`src/hdl/assert_macros.svh`:
```
// Assertion macros shared by the deframer RTL.
`ifndef ASSERT_MACROS_SVH
`define ASSERT_MACROS_SVH

// Check a property on the rising clock edge, idle while reset is low.
`define DFR_ASSERT(lbl, clk, rst_n, prop, msg) \
    lbl: assert property (@(posedge clk) disable iff (!rst_n) prop) \
        else $error(msg);

// Check a property on the rising clock edge, also during reset.
`define DFR_ASSERT_ALWAYS(lbl, clk, prop, msg) \
    lbl: assert property (@(posedge clk) prop) \
        else $error(msg);

`endif

```
`src/hdl/dfr_pkg.sv`:
```
// Package: types, codes and constants of the frame deframer.
package dfr_pkg;

    // Parse phase, one-hot.
    typedef enum logic [4:0] {
        PH_HDR0 = 5'b00001,
        PH_HDR1 = 5'b00010,
        PH_EXT  = 5'b00100,
        PH_KEY  = 5'b01000,
        PH_DATA = 5'b10000
    } phase_t;

    // Error codes carried by a result.
    localparam logic [1:0] ERR_NONE     = 2'd0;
    localparam logic [1:0] ERR_HEADER   = 2'd1;
    localparam logic [1:0] ERR_UNMASKED = 2'd2;
    localparam logic [1:0] ERR_TOO_LONG = 2'd3;

    // Header bit fields.
    localparam logic [7:0] RSV_MASK   = 8'h70;
    localparam logic [7:0] FIN_BIT    = 8'h80;
    localparam logic [7:0] MASK_BIT   = 8'h80;
    localparam logic [7:0] LEN7_MASK  = 8'h7F;
    localparam logic [3:0] OPCODE_MASK = 4'hF;
    localparam logic [6:0] LEN_EXT16  = 7'd126;
    localparam logic [6:0] LEN_EXT64  = 7'd127;

    // Extended length bytes still to come after the first one.
    localparam logic [2:0] EXT16_REST = 3'd1;
    localparam logic [2:0] EXT64_REST = 3'd7;

    localparam logic [31:0] MAX_FRAME_RESET = 32'd65536;

    // Width of the packed sideband on the result channel.
    localparam int unsigned USER_W = 7;

    // One result item.
    typedef struct packed {
        logic [1:0] error_kind;
        logic       frame_last;
        logic [3:0] frame_opcode;
        logic       has_data;
        logic [7:0] payload_byte;
    } result_t;

endpackage

```
`src/hdl/dfr_parser.sv`:
```
// Parser: input register, header/length/key state and payload unmasking.
`include "assert_macros.svh"

module dfr_parser (
    input  logic               aclk,
    input  logic               aresetn,
    input  logic               s_tvalid,
    output logic               s_tready,
    input  logic [7:0]         s_tdata,
    input  logic [31:0]        max_frame_bytes,
    input  logic               buf_ready,
    output logic               res_valid,
    output dfr_pkg::result_t   res
);

    logic              in_valid_reg;
    logic [7:0]        in_byte_reg;
    logic              fire;

    dfr_pkg::phase_t   phase_reg, phase_next;
    logic [3:0]        hdr_flags_reg, hdr_flags_next;
    logic [3:0]        opcode_reg, opcode_next;
    logic [63:0]       accum_reg, accum_next;
    logic [2:0]        ext_count_reg, ext_count_next;
    logic [31:0]       mask_key_reg, mask_key_next;
    logic [31:0]       left_reg, left_next;
    logic [1:0]        key_index_reg, key_index_next;
    logic              failed_reg, failed_next;

    logic [6:0]        len7;
    logic [63:0]       accum_shift;
    logic [63:0]       len_final;
    logic              len_too_long;
    logic [7:0]        key_byte;
    logic [31:0]       left_dec;

    // Input register: load when empty or when its byte moves on.
    assign s_tready = !in_valid_reg || buf_ready;
    assign fire     = in_valid_reg && buf_ready;

    always_ff @(posedge aclk) begin
        if (!aresetn) begin
            in_valid_reg <= 1'b0;
        end else if (s_tready) begin
            in_valid_reg <= s_tvalid;
        end
        if (s_tready && s_tvalid) begin
            in_byte_reg <= s_tdata;
        end
    end

    // Length helpers: 7-bit field, extended shift-in and final compare.
    assign len7         = in_byte_reg[6:0] & dfr_pkg::LEN7_MASK[6:0];
    assign accum_shift  = {accum_reg[55:0], in_byte_reg};
    assign len_final    = (phase_reg == dfr_pkg::PH_HDR1) ? {57'd0, len7} : accum_shift;
    assign len_too_long = len_final > {32'd0, max_frame_bytes};

    // Pick the key byte for this payload byte, first key byte first.
    always_comb begin
        case (key_index_reg)
            2'd0:    key_byte = mask_key_reg[31:24];
            2'd1:    key_byte = mask_key_reg[23:16];
            2'd2:    key_byte = mask_key_reg[15:8];
            default: key_byte = mask_key_reg[7:0];
        endcase
    end

    assign left_dec = left_reg - 32'd1;

    // Advance the parse state by one byte.
    always_comb begin
        phase_next     = phase_reg;
        hdr_flags_next = hdr_flags_reg;
        opcode_next    = opcode_reg;
        accum_next     = accum_reg;
        ext_count_next = ext_count_reg;
        mask_key_next  = mask_key_reg;
        left_next      = left_reg;
        key_index_next = key_index_reg;
        failed_next    = failed_reg;
        res_valid      = 1'b0;
        res            = '0;
        res.frame_opcode = opcode_reg;

        if (fire && !failed_reg) begin
            unique case (phase_reg)
                dfr_pkg::PH_HDR0: begin
                    hdr_flags_next = in_byte_reg[7:4];
                    opcode_next    = in_byte_reg[3:0] & dfr_pkg::OPCODE_MASK;
                    phase_next     = dfr_pkg::PH_HDR1;
                end
                dfr_pkg::PH_HDR1: begin
                    if (({hdr_flags_reg, 4'd0} & dfr_pkg::RSV_MASK) != 8'd0 ||
                        ({hdr_flags_reg, 4'd0} & dfr_pkg::FIN_BIT) == 8'd0) begin
                        failed_next    = 1'b1;
                        res_valid      = 1'b1;
                        res.error_kind = dfr_pkg::ERR_HEADER;
                    end else if ((in_byte_reg & dfr_pkg::MASK_BIT) == 8'd0) begin
                        failed_next    = 1'b1;
                        res_valid      = 1'b1;
                        res.error_kind = dfr_pkg::ERR_UNMASKED;
                    end else if (len7 == dfr_pkg::LEN_EXT16 || len7 == dfr_pkg::LEN_EXT64) begin
                        accum_next     = '0;
                        ext_count_next = (len7 == dfr_pkg::LEN_EXT16) ?
                                         dfr_pkg::EXT16_REST : dfr_pkg::EXT64_REST;
                        phase_next     = dfr_pkg::PH_EXT;
                    end else if (len_too_long) begin
                        failed_next    = 1'b1;
                        res_valid      = 1'b1;
                        res.error_kind = dfr_pkg::ERR_TOO_LONG;
                    end else begin
                        accum_next     = len_final;
                        left_next      = len_final[31:0];
                        ext_count_next = '0;
                        phase_next     = dfr_pkg::PH_KEY;
                    end
                end
                dfr_pkg::PH_EXT: begin
                    accum_next = accum_shift;
                    if (ext_count_reg != 3'd0) begin
                        ext_count_next = ext_count_reg - 3'd1;
                    end else if (len_too_long) begin
                        failed_next    = 1'b1;
                        res_valid      = 1'b1;
                        res.error_kind = dfr_pkg::ERR_TOO_LONG;
                    end else begin
                        left_next  = len_final[31:0];
                        phase_next = dfr_pkg::PH_KEY;
                    end
                end
                dfr_pkg::PH_KEY: begin
                    mask_key_next  = {mask_key_reg[23:0], in_byte_reg};
                    key_index_next = key_index_reg + 2'd1;
                    if (key_index_reg == 2'd3) begin
                        if (left_reg == 32'd0) begin
                            phase_next     = dfr_pkg::PH_HDR0;
                            res_valid      = 1'b1;
                            res.frame_last = 1'b1;
                        end else begin
                            phase_next = dfr_pkg::PH_DATA;
                        end
                    end
                end
                dfr_pkg::PH_DATA: begin
                    key_index_next   = key_index_reg + 2'd1;
                    left_next        = left_dec;
                    res_valid        = 1'b1;
                    res.has_data     = 1'b1;
                    res.payload_byte = in_byte_reg ^ key_byte;
                    if (left_dec == 32'd0) begin
                        res.frame_last = 1'b1;
                        phase_next     = dfr_pkg::PH_HDR0;
                        key_index_next = 2'd0;
                    end
                end
                default: begin
                    phase_next = dfr_pkg::PH_HDR0;
                end
            endcase
        end
    end

    // Hold control state under reset, payload state free-running.
    always_ff @(posedge aclk) begin
        if (!aresetn) begin
            phase_reg     <= dfr_pkg::PH_HDR0;
            ext_count_reg <= '0;
            key_index_reg <= '0;
            failed_reg    <= 1'b0;
            hdr_flags_reg <= '0;
            opcode_reg    <= '0;
            left_reg      <= '0;
        end else begin
            phase_reg     <= phase_next;
            ext_count_reg <= ext_count_next;
            key_index_reg <= key_index_next;
            failed_reg    <= failed_next;
            hdr_flags_reg <= hdr_flags_next;
            opcode_reg    <= opcode_next;
            left_reg      <= left_next;
        end
        accum_reg    <= accum_next;
        mask_key_reg <= mask_key_next;
    end

    `DFR_ASSERT(a_failed_sticky, aclk, aresetn, failed_reg |=> failed_reg, "error flag cleared")
    `DFR_ASSERT(a_key_idx_phase, aclk, aresetn, (key_index_reg != 2'd0) |-> (phase_reg == dfr_pkg::PH_KEY || phase_reg == dfr_pkg::PH_DATA), "key index outside key or data phase")
    `DFR_ASSERT(a_ext_cnt_phase, aclk, aresetn, (ext_count_reg != 3'd0) |-> (phase_reg == dfr_pkg::PH_EXT), "extended count outside length phase")

endmodule

```
`src/hdl/dfr_out_buf.sv`:
```
// Result buffer: output register with a skid stage behind it.
`include "assert_macros.svh"

module dfr_out_buf (
    input  logic               aclk,
    input  logic               aresetn,
    input  logic               in_valid,
    input  dfr_pkg::result_t   in_data,
    output logic               in_ready,
    output logic               out_valid,
    output dfr_pkg::result_t   out_data,
    input  logic               out_ready
);

    logic              out_valid_reg;
    dfr_pkg::result_t  out_data_reg;
    logic              skid_valid_reg;
    dfr_pkg::result_t  skid_data_reg;

    assign in_ready  = !skid_valid_reg;
    assign out_valid = out_valid_reg;
    assign out_data  = out_data_reg;

    // Refill the output from the skid stage first; park a transfer when stalled.
    always_ff @(posedge aclk) begin
        if (!aresetn) begin
            out_valid_reg  <= 1'b0;
            skid_valid_reg <= 1'b0;
        end else if (!out_valid_reg || out_ready) begin
            if (skid_valid_reg) begin
                out_valid_reg  <= 1'b1;
                skid_valid_reg <= 1'b0;
            end else begin
                out_valid_reg <= in_valid;
            end
        end else if (in_valid) begin
            skid_valid_reg <= 1'b1;
        end

        if (!out_valid_reg || out_ready) begin
            out_data_reg <= skid_valid_reg ? skid_data_reg : in_data;
        end else if (in_valid && !skid_valid_reg) begin
            skid_data_reg <= in_data;
        end
    end

    `DFR_ASSERT(a_skid_behind, aclk, aresetn,
                skid_valid_reg |-> out_valid_reg, "skid stage full with output empty")
    `DFR_ASSERT(a_no_overrun, aclk, aresetn,
                in_valid |-> !skid_valid_reg, "result pushed while buffer full")
    `DFR_ASSERT(a_out_hold, aclk, aresetn,
                (out_valid_reg && !out_ready) |=> (out_valid_reg && $stable(out_data_reg)),
                "stalled result changed")

endmodule

```
`src/hdl/websocket_frame_deframer.sv`:
```
// Top level: byte stream in, unmasked payload results out, frame limit register.
// Path: a result is registered through the input register, then the result register,
// with the parser between them; results wait in the output or skid stage while stalled.
// Throughput: one byte per cycle unless results stall, set by the single-pass parser.
// Reset (aresetn low, synchronous): parser back to the first header byte, error flag
// cleared, both buffers empty, max_frame_bytes back to 65536.
module websocket_frame_deframer (
    input  logic                           aclk,
    input  logic                           aresetn,
    // Input stream
    input  logic                           s_tvalid,
    output logic                           s_tready,
    input  logic [7:0]                     s_tdata,   // [7:0] data_byte
    // Result stream
    output logic                           m_tvalid,
    input  logic                           m_tready,
    output logic [7:0]                     m_tdata,   // [7:0] payload_byte
    output logic                           m_tlast,   // frame_last
    output logic [dfr_pkg::USER_W-1:0]     m_tuser,   // [0] has_data, [4:1] frame_opcode,
                                                      // [6:5] error_kind
    // Configuration write
    input  logic                           cfg_valid,
    output logic                           cfg_ready,
    input  logic [31:0]                    cfg_data   // max_frame_bytes
);

    logic              buf_ready;
    logic              res_valid;
    dfr_pkg::result_t  res;
    dfr_pkg::result_t  out_res;
    logic [31:0]       max_frame_reg;

    // Take a limit write in any cycle.
    assign cfg_ready = 1'b1;

    always_ff @(posedge aclk) begin
        if (!aresetn) begin
            max_frame_reg <= dfr_pkg::MAX_FRAME_RESET;
        end else if (cfg_valid && cfg_ready) begin
            max_frame_reg <= cfg_data;
        end
    end

    dfr_parser u_parser (
        .aclk            (aclk),
        .aresetn         (aresetn),
        .s_tvalid        (s_tvalid),
        .s_tready        (s_tready),
        .s_tdata         (s_tdata),
        .max_frame_bytes (max_frame_reg),
        .buf_ready       (buf_ready),
        .res_valid       (res_valid),
        .res             (res)
    );

    dfr_out_buf u_out_buf (
        .aclk      (aclk),
        .aresetn   (aresetn),
        .in_valid  (res_valid),
        .in_data   (res),
        .in_ready  (buf_ready),
        .out_valid (m_tvalid),
        .out_data  (out_res),
        .out_ready (m_tready)
    );

    // Pack the result onto the stream ports.
    assign m_tdata = out_res.payload_byte;
    assign m_tlast = out_res.frame_last;
    assign m_tuser = {out_res.error_kind, out_res.frame_opcode, out_res.has_data};

endmodule
```
`config.mk`:
```
export PLATFORM = sky130hd
export DESIGN_NAME = websocket_frame_deframer
export DESIGN_NICKNAME = d
export VERILOG_FILES = /design/src/hdl/dfr_pkg.sv /design/src/hdl/dfr_parser.sv /design/src/hdl/dfr_out_buf.sv /design/src/hdl/websocket_frame_deframer.sv
export VERILOG_INCLUDE_DIRS = /design/src /design/src/hdl
export SDC_FILE = /design/constraint.sdc
export NUM_CORES = 1
export LEC_CHECK = 0
export ABC_CLOCK_PERIOD_IN_PS = 5700
export CORE_MARGIN = 8
export CORE_UTILIZATION = 58
export CTS_CLUSTER_SIZE = 10
export DETAILED_ROUTE_END_ITERATION = 10
export DONT_BUFFER_PORTS = 1
export GPL_TIMING_DRIVEN = 0
export PLACE_DENSITY = 0.73
export SLEW_MARGIN = 20
export SYNTH_ARGS = -nofsm -noshare
export SYNTH_HDL_FRONTEND = slang
export SYNTH_SLANG_ARGS = --single-unit
```
`constraint.sdc`:
```
create_clock -name aclk -period 5.7 [get_ports aclk]
set_input_delay 0.285 -clock aclk [delete_from_list [all_inputs] [get_ports aclk]]
set_output_delay 0.285 -clock aclk [all_outputs]
set_load 0.03 [all_outputs]
```
* After elaboration in Yosys (flattened, before gate mapping)
Index checks and enable logic that the tools add are counted.
** Storage, ports and cells
- Output and inout port bits :: 19
- Memories :: 0
- Input bits :: 45
- Register bits :: 214
- Word-level logic and storage cells :: 141
- Bits in read-only memories :: 0
- Memory bits (writable) :: 0
- Bits in latches :: 0
** Cells by class
- Bitwise gates (word level) :: 3
- Equality and inequality tests :: 19
- Reduce and logical (&&, ||, !) cells :: 32
- Div/mod/pow operators :: 0
- Add/subtract/negate cells :: 3
- Multipliers :: 0
- Shift operators :: 0
- Multiplexer cells :: 59
- $lt $le $gt $ge :: 1
** Operators by type and width (number)
- 2-to-1 mux 56 bit :: 4
- 2-to-1 mux 32 bit :: 5
- case mux 56 bit (2 select lines) :: 1
- case mux 32 bit (3 select lines) :: 1
- greater-than comparator 64 x 32 -> 1 bit :: 1
- logical NOT 32 bit :: 2
- 2-to-1 mux 64 bit :: 1
- 2-to-1 mux 5 bit :: 8
- subtractor 32 x 1 -> 32 bit, second input constant :: 1
- case mux 5 bit (5 select lines) :: 1
- case mux 8 bit (3 select lines) :: 1
- 2-to-1 mux 3 bit :: 7
- 2-to-1 mux 9 bit :: 2
- AND reduction 6 bit :: 3
- logical NOT 8 bit :: 2
- 2-to-1 mux 16 bit :: 1
- 2-to-1 mux 1 bit :: 15
- equality test 7 bit, second input constant :: 2
- 2-to-1 mux 2 bit :: 6
- != test 2 bit, second input constant :: 4
- case mux 2 bit (2 select lines) :: 2
- AND reduction 2 bit :: 4
- nonzero test 8 bit :: 1
- XOR 8 bit :: 1
- other kinds (25) :: 41

* Depth between registers and ports, before layout
Gate-level depths: netlist (run 1).
- Depth after elaboration :: 11
- Gate-level depth with buffers :: 16
- Gate-level depth less buffers :: 12

* Cells and area by module
A second synthesis (run 1) with hierarchy kept.
** Unflattened totals
- Cells, all modules :: 1043
- Area, all modules :: 10832.9 µm²
** Modules (own cells, without submodules)
- dfr_parser :: cells each 880, area an instance 8298.0 µm², sequential area each 3923.8 µm², times used 1
- dfr_out_buf :: cells each 58, area an instance 1282.5 µm², sequential area each 1001.0 µm², times used 1
- websocket_frame_deframer :: cells each 105, area an instance 1252.5 µm², sequential area each 640.6 µm², times used 1

* Least setup slack after synthesis (run 1)
Ideal clock, no wire load.
- Path type :: reg2reg
- Start point :: register u_parser.phase_reg[4]
- End point :: register u_parser.accum_reg[0], enable pin
- Stages on the path, launching flop included :: 15
- Setup slack :: 0.130 ns
- Clock period less this slack :: 5.570 ns
- Required time :: 5.230 ns
- Arrival time :: 5.100 ns
- Path buffers :: 3
- Setup time :: 0.470 ns
- Cells stage by stage :: dfxtp_1 clkbuf_1 nor2_1 nand3_1 clkbuf_1 clkbuf_1 and2_1 ha_1 nand4_1 nor2_1 a22oi_1 o211ai_1 o211ai_1 nor2_1 nor2_1
** On the way
- Longest elaborated chain between the ends :: 5
- Elaborated cells between the ends (all ways) :: 9
- Classes of those cells :: order compare: 1; eq/ne: 5; mux: 1; reduce/logical: 2
** Ends and longest elaborated chain
- start, declared :: line dfr_parser.sv:20 : dfr_pkg::phase_t phase_reg, phase_next;
- start signal, assigned :: line dfr_parser.sv:166 : phase_reg <= dfr_pkg::PH_HDR0;
- start signal, assigned :: line dfr_parser.sv:174 : phase_reg <= phase_next;
- equality test 5 x 2 -> 1 bit :: line dfr_parser.sv:55, dfr_parser.sv:86
- 2-to-1 mux 64 bit :: line dfr_parser.sv:55 : assign len_final = (phase_reg == dfr_pkg::PH_HDR1) ? {57'd0, len7} : accum_shift;
- greater-than comparator 64 x 32 -> 1 bit :: line dfr_parser.sv:56 : assign len_too_long = len_final > {32'd0, max_frame_bytes};
- != test 3 bit (no line)
- AND reduction 5 bit (no line) *
- end signal, assigned :: line dfr_parser.sv:182 : accum_reg <= accum_next;
- end, declared :: line dfr_parser.sv:23 : logic [63:0] accum_reg, accum_next;
Mark *: on every way between the ends. The rest lies on a longest branch, timed or not.
A chain may end at the register's enable or synchronous reset.

* Final worst setup path (run 1)
- Start point :: register u_parser.phase_reg[4]
- End point :: register u_out_buf.skid_data_reg[4] (netlist bit), enable pin
** On the way
- Longest elaborated chain between the ends :: 11
- Elaborated cells between the ends (all ways) :: 15
- Classes of those cells :: order compare: 1; eq/ne: 4; mux: 8; reduce/logical: 2
** Ends and longest elaborated chain
- equality test 5 x 2 -> 1 bit :: line dfr_parser.sv:55, dfr_parser.sv:86
- 2-to-1 mux 64 bit :: line dfr_parser.sv:55
- greater-than comparator 64 x 32 -> 1 bit :: line dfr_parser.sv:56
- 2-to-1 mux 1 bit :: line dfr_parser.sv:107, dfr_parser.sv:122
- 2-to-1 mux 1 bit :: line dfr_parser.sv:102 : end else if (len7 == dfr_pkg::LEN_EXT16 || len7 == dfr_pkg::LEN_EXT64) begin
- 2-to-1 mux 1 bit :: line dfr_parser.sv:98 : end else if ((in_byte_reg & dfr_pkg::MASK_BIT) == 8'd0) begin
- 2-to-1 mux 1 bit :: line dfr_parser.sv:93 : if (({hdr_flags_reg, 4'd0} & dfr_pkg::RSV_MASK) != 8'd0 ||
- case mux 1 bit (4 select lines) * :: line dfr_parser.sv:86 : unique case (phase_reg)
- 2-to-1 mux 1 bit * :: line dfr_parser.sv:85 : if (fire && !failed_reg) begin
- logical AND 1 bit * :: line dfr_out_buf.sv:42 : end else if (in_valid && !skid_valid_reg) begin
- AND reduction 2 bit (no line) *
- end signal, assigned :: line dfr_out_buf.sv:43 : skid_data_reg <= in_data;
- end, declared :: line dfr_out_buf.sv:18 : dfr_pkg::result_t skid_data_reg;
Marked as above.

==> impl_metrics.toml, run 1 <==
[setup_path]
path_cells = "clkbuf_1 -> nor2_1 -> nand3_1 -> clkbuf_1 -> clkbuf_1 -> and2_1 -> ha_1 -> nand4_1 -> nor2_1 -> a22oi_1 -> o211ai_1 -> o211ai_1 -> nor2_1 -> o32ai_1 -> nor2_2 -> buf_8"
arrival_ns = 5.72
crit_family = "compound AO/OA/AOI/OAI gates"
critical_path.endpoint_type = "flop"
crit_type = "reg2reg"
critPathBufInv = 4
slowest_delay_ns = 0.76
startpoint_type = "flop"
cp_slowest_cell = "o211ai_1"
crit_required_ns = 5.98
cp_max_fo = 13

[cells_and_area]
final_nets = 1158
insertedDiodeCount = 0
layout-drive-gt1-share = 0.0696
area_growth_pct = 14.8
largest_reg_flops = 56
fin_area_um2 = 12000

[yosys]
synth_nets = 1085
synth_edf_count = 128
synth_cells = 1000
yosysUniqueCellTypes = 70
yosysTopAreaCellShare = 0.369
ys_seq_area_frac = 0.534
ys_async_sr_fraction = 0
netlist_top_cells_count = "128 x edfxtp_1, 99 x nor2_1, 86 x dfxtp_1, 77 x and2_1, 75 x nand2_1"
yosysMostFrequentCell = "edfxtp_1"
syn_avg_cell_area_um2 = 10.4
yosys.area.top_type = "edfxtp_1"
yosys_warnings = 0
synth.area.top_cells = "edfxtp_1 37%, dfxtp_1 17%, ha_1 4.8%, and2_1 4.6%, mux2i_1 3.9%"
synth_ff_type = "edfxtp_1"
netlist_area_um2 = 10400
ys_ff_latch = 214

[timing]
slew_viol_final = 0
worst_slack_ns = 0.259
grt_setup_unrepaired = "false"
final.setup_skew_ns = 0.0104
post-route-min-period_ns = 5.44
worst_pin_slew_ns = 1.03
fmax_mhz = 184
slew-limit-headroom = 0.307
fin_crit_sh = 0.955
hold_viol_final = 0
setup_violations = 0

[floorplan]
die_h_um = 150
die-area_um2 = 22500
initial_core_util = 0.586
num_io_pins = 64
core_um2 = 17800
fp-row-count = 49
die_x_um = 150

[routing]
via_count = 8024
m1WireLength_um = 11900
first_iter_violations = 847
totalWireLength_um = 27400
route.detailed.drc = 0
routed.top_layer = "met4"
route.met2.wl_um = 12500
final_antenna_net_count = 0
avgRoutedWirePerCell_um = 20.7
first_pass_iters = 5
routed_via_density = 6.07
met3RoutedLength_um = 2410

[cts]
cts_root_buffer = "clkbuf_16"
cts_max_level = 1
worstSkewPairLatency_ns = 0.52
cts-buffers-inserted = 25
cts.repair.resized = 0
clock-sinks = 214
path_clk_slew_ns = 0.06
cts_tree = "done"
clock_path_buffers = 3

[power_and_ir_drop]
power.leakage_nw = 4.53
vdd_drop_max_mv = 0.267
powerDensity_nw_per_um2 = 281
power_mw = 3.36

[placed_design]
placed_area_um2 = 10800
dp_slack_ns = 0.455
gp_congestion = 0.951
numPortBuffers = 0
dp_hpwl_um = 19000

[run_status]
status = "finished, final reports clean"

[min_path]
hp-class = "in2reg"

[global_route]
track_usage = 0.243
grt_pass1_vias = 7824
grt_overflow = 0
grt_pass1_wl_um = 42600
grt_max_degree = 28
antenna_found_initial = 1

[flow_run]
maxCapViolations = 0
==> where the power goes <==
part	internal, mW	switching, mW
sequential	1.66	0.0296
combinational	0.101	0.140
clock	0.834	0.603
==> worst reg2reg max path, delay by kind of cell (launching register included) <==
family	cells	cell delay (ns)
AO/OA/AOI/OAI	4	1.83
adder cells (fa/ha/maj)	1	0.31
buffers and inverters	4	1.36
flip-flops	1	0.31
AND/OR/NAND/NOR	7	1.38
==> metrics by stage <==
stage	setup TNS, ns	util	hold slack (ns)	instances
after floorplan	0	-	0.384	1000
after global placement	-107.43	0.602	0.384	1229
after detailed placement	0	0.609	0.384	1234
after CTS	0	0.672	0.176	1321
after global routing	0	0.672	0.220	1321
final	0	0.672	0.185	1321
==> per-layer routing <==
metal  up-vias  track usage
met4         0       0.0680
met1      3803        0.328
met3        48       0.0505
met5         -            0
met2       378        0.389
li1       3795            -
==> worst paths after layout <==
check / startpoint / cells after the start / slack (ns) / to
max: u_parser.phase_reg[4] / 16 / 0.26 / u_out_buf.skid_data_reg[4]
min: aresetn / 3 / 0.18 / u_parser.ext_count_reg[2]
max reg2reg: u_parser.phase_reg[4] / 16 / 0.26 / u_out_buf.skid_data_reg[4]
min reg2reg: u_parser.mask_key_reg[12] / 0 / 0.45 / u_parser.mask_key_reg[20]
==> area by class of cell <==
cell class	instances	area, um2
Tap cell	229	287
Timing Repair Buffer	46	508
Multi-Input combinational cell	682	4460
Fill cell	1343	5820
Buffer	58	240
Sequential cell	214	5570
Clock inverter	1	8.76
Inverter	46	173
Clock buffer	45	711
==> cells by family (layout without fill, tap and decap cells) <==
logic type      after synthesis  count (layout)  synth area share
flops                       214             214             0.534
xor+xnor                     19              19            0.0167
mux                          45              45            0.0437
simple gates                379             379             0.191
other cells                   1               1          0.000360
fa+ha+maj                    40              40            0.0481
buf+inv                     104             196            0.0396
compound gates              198             198             0.126
==> cells in the final DEF, fill, tap and decap left out, drive strengths merged, types with 8 or more instances in the layout <==
cell type	n
nor2b	9
a31oi	11
and2	77
inv	47
dfxtp	86
nor3	21
a222oi	8
or4	8
nand3	18
mux2i	41
xnor2	15
nand2	76
buf	17
dlygate4sd3	41
nand4	10
o211ai	14
o22ai	15
a21o	9
ha	40
o21ai	37
clkbuf	91
a21oi	59
edfxtp	128
or3	10
nor2	99
nor4	23
o221a	9
==> what timing repair did <==
item,CTS,global route
setup endpoints to repair,0,0
hold buffers,41,0
buffers inserted,0,0
hold endpoints to repair,41,0
No activity file was read; power rests on OpenSTA's default activity.
==> run 2, diff against run 1 <==
- RECOVER_POWER: default -> 50
==> run 2 against run 1 <==
Compared with the run above:
- first-iteration DRC count down 5.2%
- core utilization fell by 0.23 points
- wire length grew 0.26%
- largest power group unchanged
- count of clock-buffer cells in the layout is the same
- register-to-register slack improved by 0.04 ns
- clock skew is essentially flat
- setup slack gained 0.041 ns
- final cell count is the same
- non-clock buffer count unchanged
- sequential cell count is the same
- sequential share of layout area rose by 0.16 points
==> impl_metrics.toml, run 2 (synthesized netlist as in run 1, its figures left out) <==
[run_status]
status = "finished, final reports clean"

[power_and_ir_drop]
powerDensity_nw_per_um2 = 282
power.leakage_nw = 4.51
power.switching_mw = 0.772
p_clk_frac = 0.428
p_seq_frac = 0.501
power_frac_comb = 0.071
power.internal_mw = 2.59
switching_share = 0.230
vdd_drop_max_mv = 0.267

[min_path]
hold_path_startpoint = "aresetn"
hold_path_depth = 3
hp-class = "in2reg"
hold_end = "u_parser.ext_count_reg[2]"

[timing]
whs_ns = 0.196
slew_viol_final = 0
grt_setup_unrepaired = "false"
setup_violations = 0
fmax_mhz = 185
worst_slack_ns = 0.300
fin_tns_setup_ns = 0
slew-limit-headroom = 0.0748
final.setup_skew_ns = 0.00989
fin_crit_sh = 0.947
hold_viol_final = 0
worst_pin_slew_ns = 1.39
post-route-min-period_ns = 5.40

[routing]
first_iter_violations = 803
route.detailed.drc = 0
avgRoutedWirePerCell_um = 20.8
via_count = 8035
final_antenna_net_count = 0
routed_via_density = 6.08
first_pass_iters = 6
totalWireLength_um = 27500

[setup_path]
path_cells = "clkbuf_1 -> nor2_1 -> nand3_1 -> clkbuf_1 -> clkbuf_1 -> and2_1 -> ha_1 -> nand4_1 -> nor2_1 -> a22oi_1 -> o211ai_1 -> o211ai_1 -> nor2_1 -> o32ai_1 -> nor2_2 -> buf_8"
cp_slowest_cell = "o211ai_1"
crit_required_ns = 5.97
critical_path.endpoint_type = "flop"
worstReg2RegEnd = "u_out_buf.skid_data_reg[4]"
ff2ff_path_depth = 16
startpoint_type = "flop"
r2r-start = "u_parser.phase_reg[4]"
arrival_ns = 5.67
slowest_delay_ns = 0.77
cp_max_fo = 13
r2r_setup_slack_ns = 0.30
crit_type = "reg2reg"

[cts]
cts_max_level = 1
path_clk_slew_ns = 0.06
cts-buffers-inserted = 25
cts_tree = "done"
worstSkewPairLatency_ns = 0.52
cts_root_buffer = "clkbuf_16"
cts.repair.resized = 0
clock_path_buffers = 3
clock-sinks = 214
post_cts_buffers = 0

[placed_design]
dp_hpwl_um = 19000
placed_area_um2 = 10800
gp_congestion = 0.951
numPortBuffers = 0
dp_slack_ns = 0.455

[floorplan]
die_x_um = 150
die_h_um = 150
initial_core_util = 0.586
num_io_pins = 64
fp-row-count = 49
die-area_um2 = 22500
core_um2 = 17800

[cells_and_area]
insertedDiodeCount = 0
final_common_cell = "edfxtp_1"
fin_area_um2 = 11900
area_growth_pct = 14.4
final_cell_mix = "128 x edfxtp_1, 97 x nor2_1, 86 x dfxtp_1, 75 x nand2_1, 74 x and2_1"
layout-drive-gt1-share = 0.0659
final_nets = 1158
largest_reg_flops = 56
nFillCells = 1351

[global_route]
grt_pass1_vias = 7824
antenna_found_initial = 1
grt_pass1_wl_um = 42600
track_usage = 0.243
grt_max_degree = 28
grt_overflow = 0

[flow_run]
maxCapViolations = 0
## run 2: how the worst max path moves through the flow
stage	from	end	slack, ns	cells past startpoint
6_report	u_parser.phase_reg[4]	u_out_buf.skid_data_reg[4]	0.30	16
5_1_grt	u_parser.phase_reg[4]	u_out_buf.skid_data_reg[4]	0.07	16
4_1_cts	u_parser.phase_reg[4]	u_out_buf.skid_data_reg[4]	0.35	16
3_5_place_dp	u_parser.phase_reg[4]	u_out_buf.skid_data_reg[5]	0.46	16
3_3_place_gp	u_parser.phase_reg[4]	u_parser.accum_reg[51]	-1.92	14
2_1_floorplan	u_parser.phase_reg[4]	u_parser.accum_reg[0]	0.13	14
## run 2: power by group through the flow
stage	Sequential, mW	Clock (mW)	Combinational (mW)
after floorplan	1.71	0	0.160
after CTS	1.68	1.44	0.235
after detailed placement	1.72	0	0.210
final	1.69	1.44	0.239
after global routing	1.69	1.51	0.262
after global placement	1.72	0	0.204
## run 2: worst max-delay path: cells and delay by family, from the launching register on
| family | cells | cell delay, ns |
|---|---|---|
| flops | 1 | 0.31 |
| compound gates | 4 | 1.81 |
| fa+ha+maj | 1 | 0.31 |
| buf+inv | 4 | 1.34 |
| simple gates | 7 | 1.37 |
## run 2: area by class of cell
type | count | area [um2] | share of cell area
Sequential cell | 214 | 5570 | 0.467
Multi-Input combinational cell | 682 | 4450 | 0.374
Clock buffer | 45 | 711 | 0.0596
Timing Repair Buffer | 46 | 480 | 0.0403
Tap cell | 229 | 287 | 0.0240
Buffer | 58 | 240 | 0.0202
Inverter | 46 | 173 | 0.0145
Clock inverter | 1 | 8.76 | 0.000735
## run 2: metrics by stage
step | utilization | std cells | power (mW)
2_1_floorplan | - | 1000 | 1.87
3_3_place_gp | 0.602 | 1229 | 1.92
3_5_place_dp | 0.609 | 1234 | 1.93
4_1_cts | 0.672 | 1321 | 3.36
5_1_grt | 0.670 | 1321 | 3.46
6_report | 0.670 | 1321 | 3.36
## run 2: what timing repair did
action | CTS | global route
hold buffers | 41 | 0
endpoints found under the setup margin | 0 | 0
endpoints found under the hold margin | 41 | 0
## run 2: per-layer routing
metal / track usage / share of wire
met1: 0.328 / 0.44
met2: 0.389 / 0.46
met3: 0.0505 / 0.088
met4: 0.0680 / 0.020
met5: 0 / 0
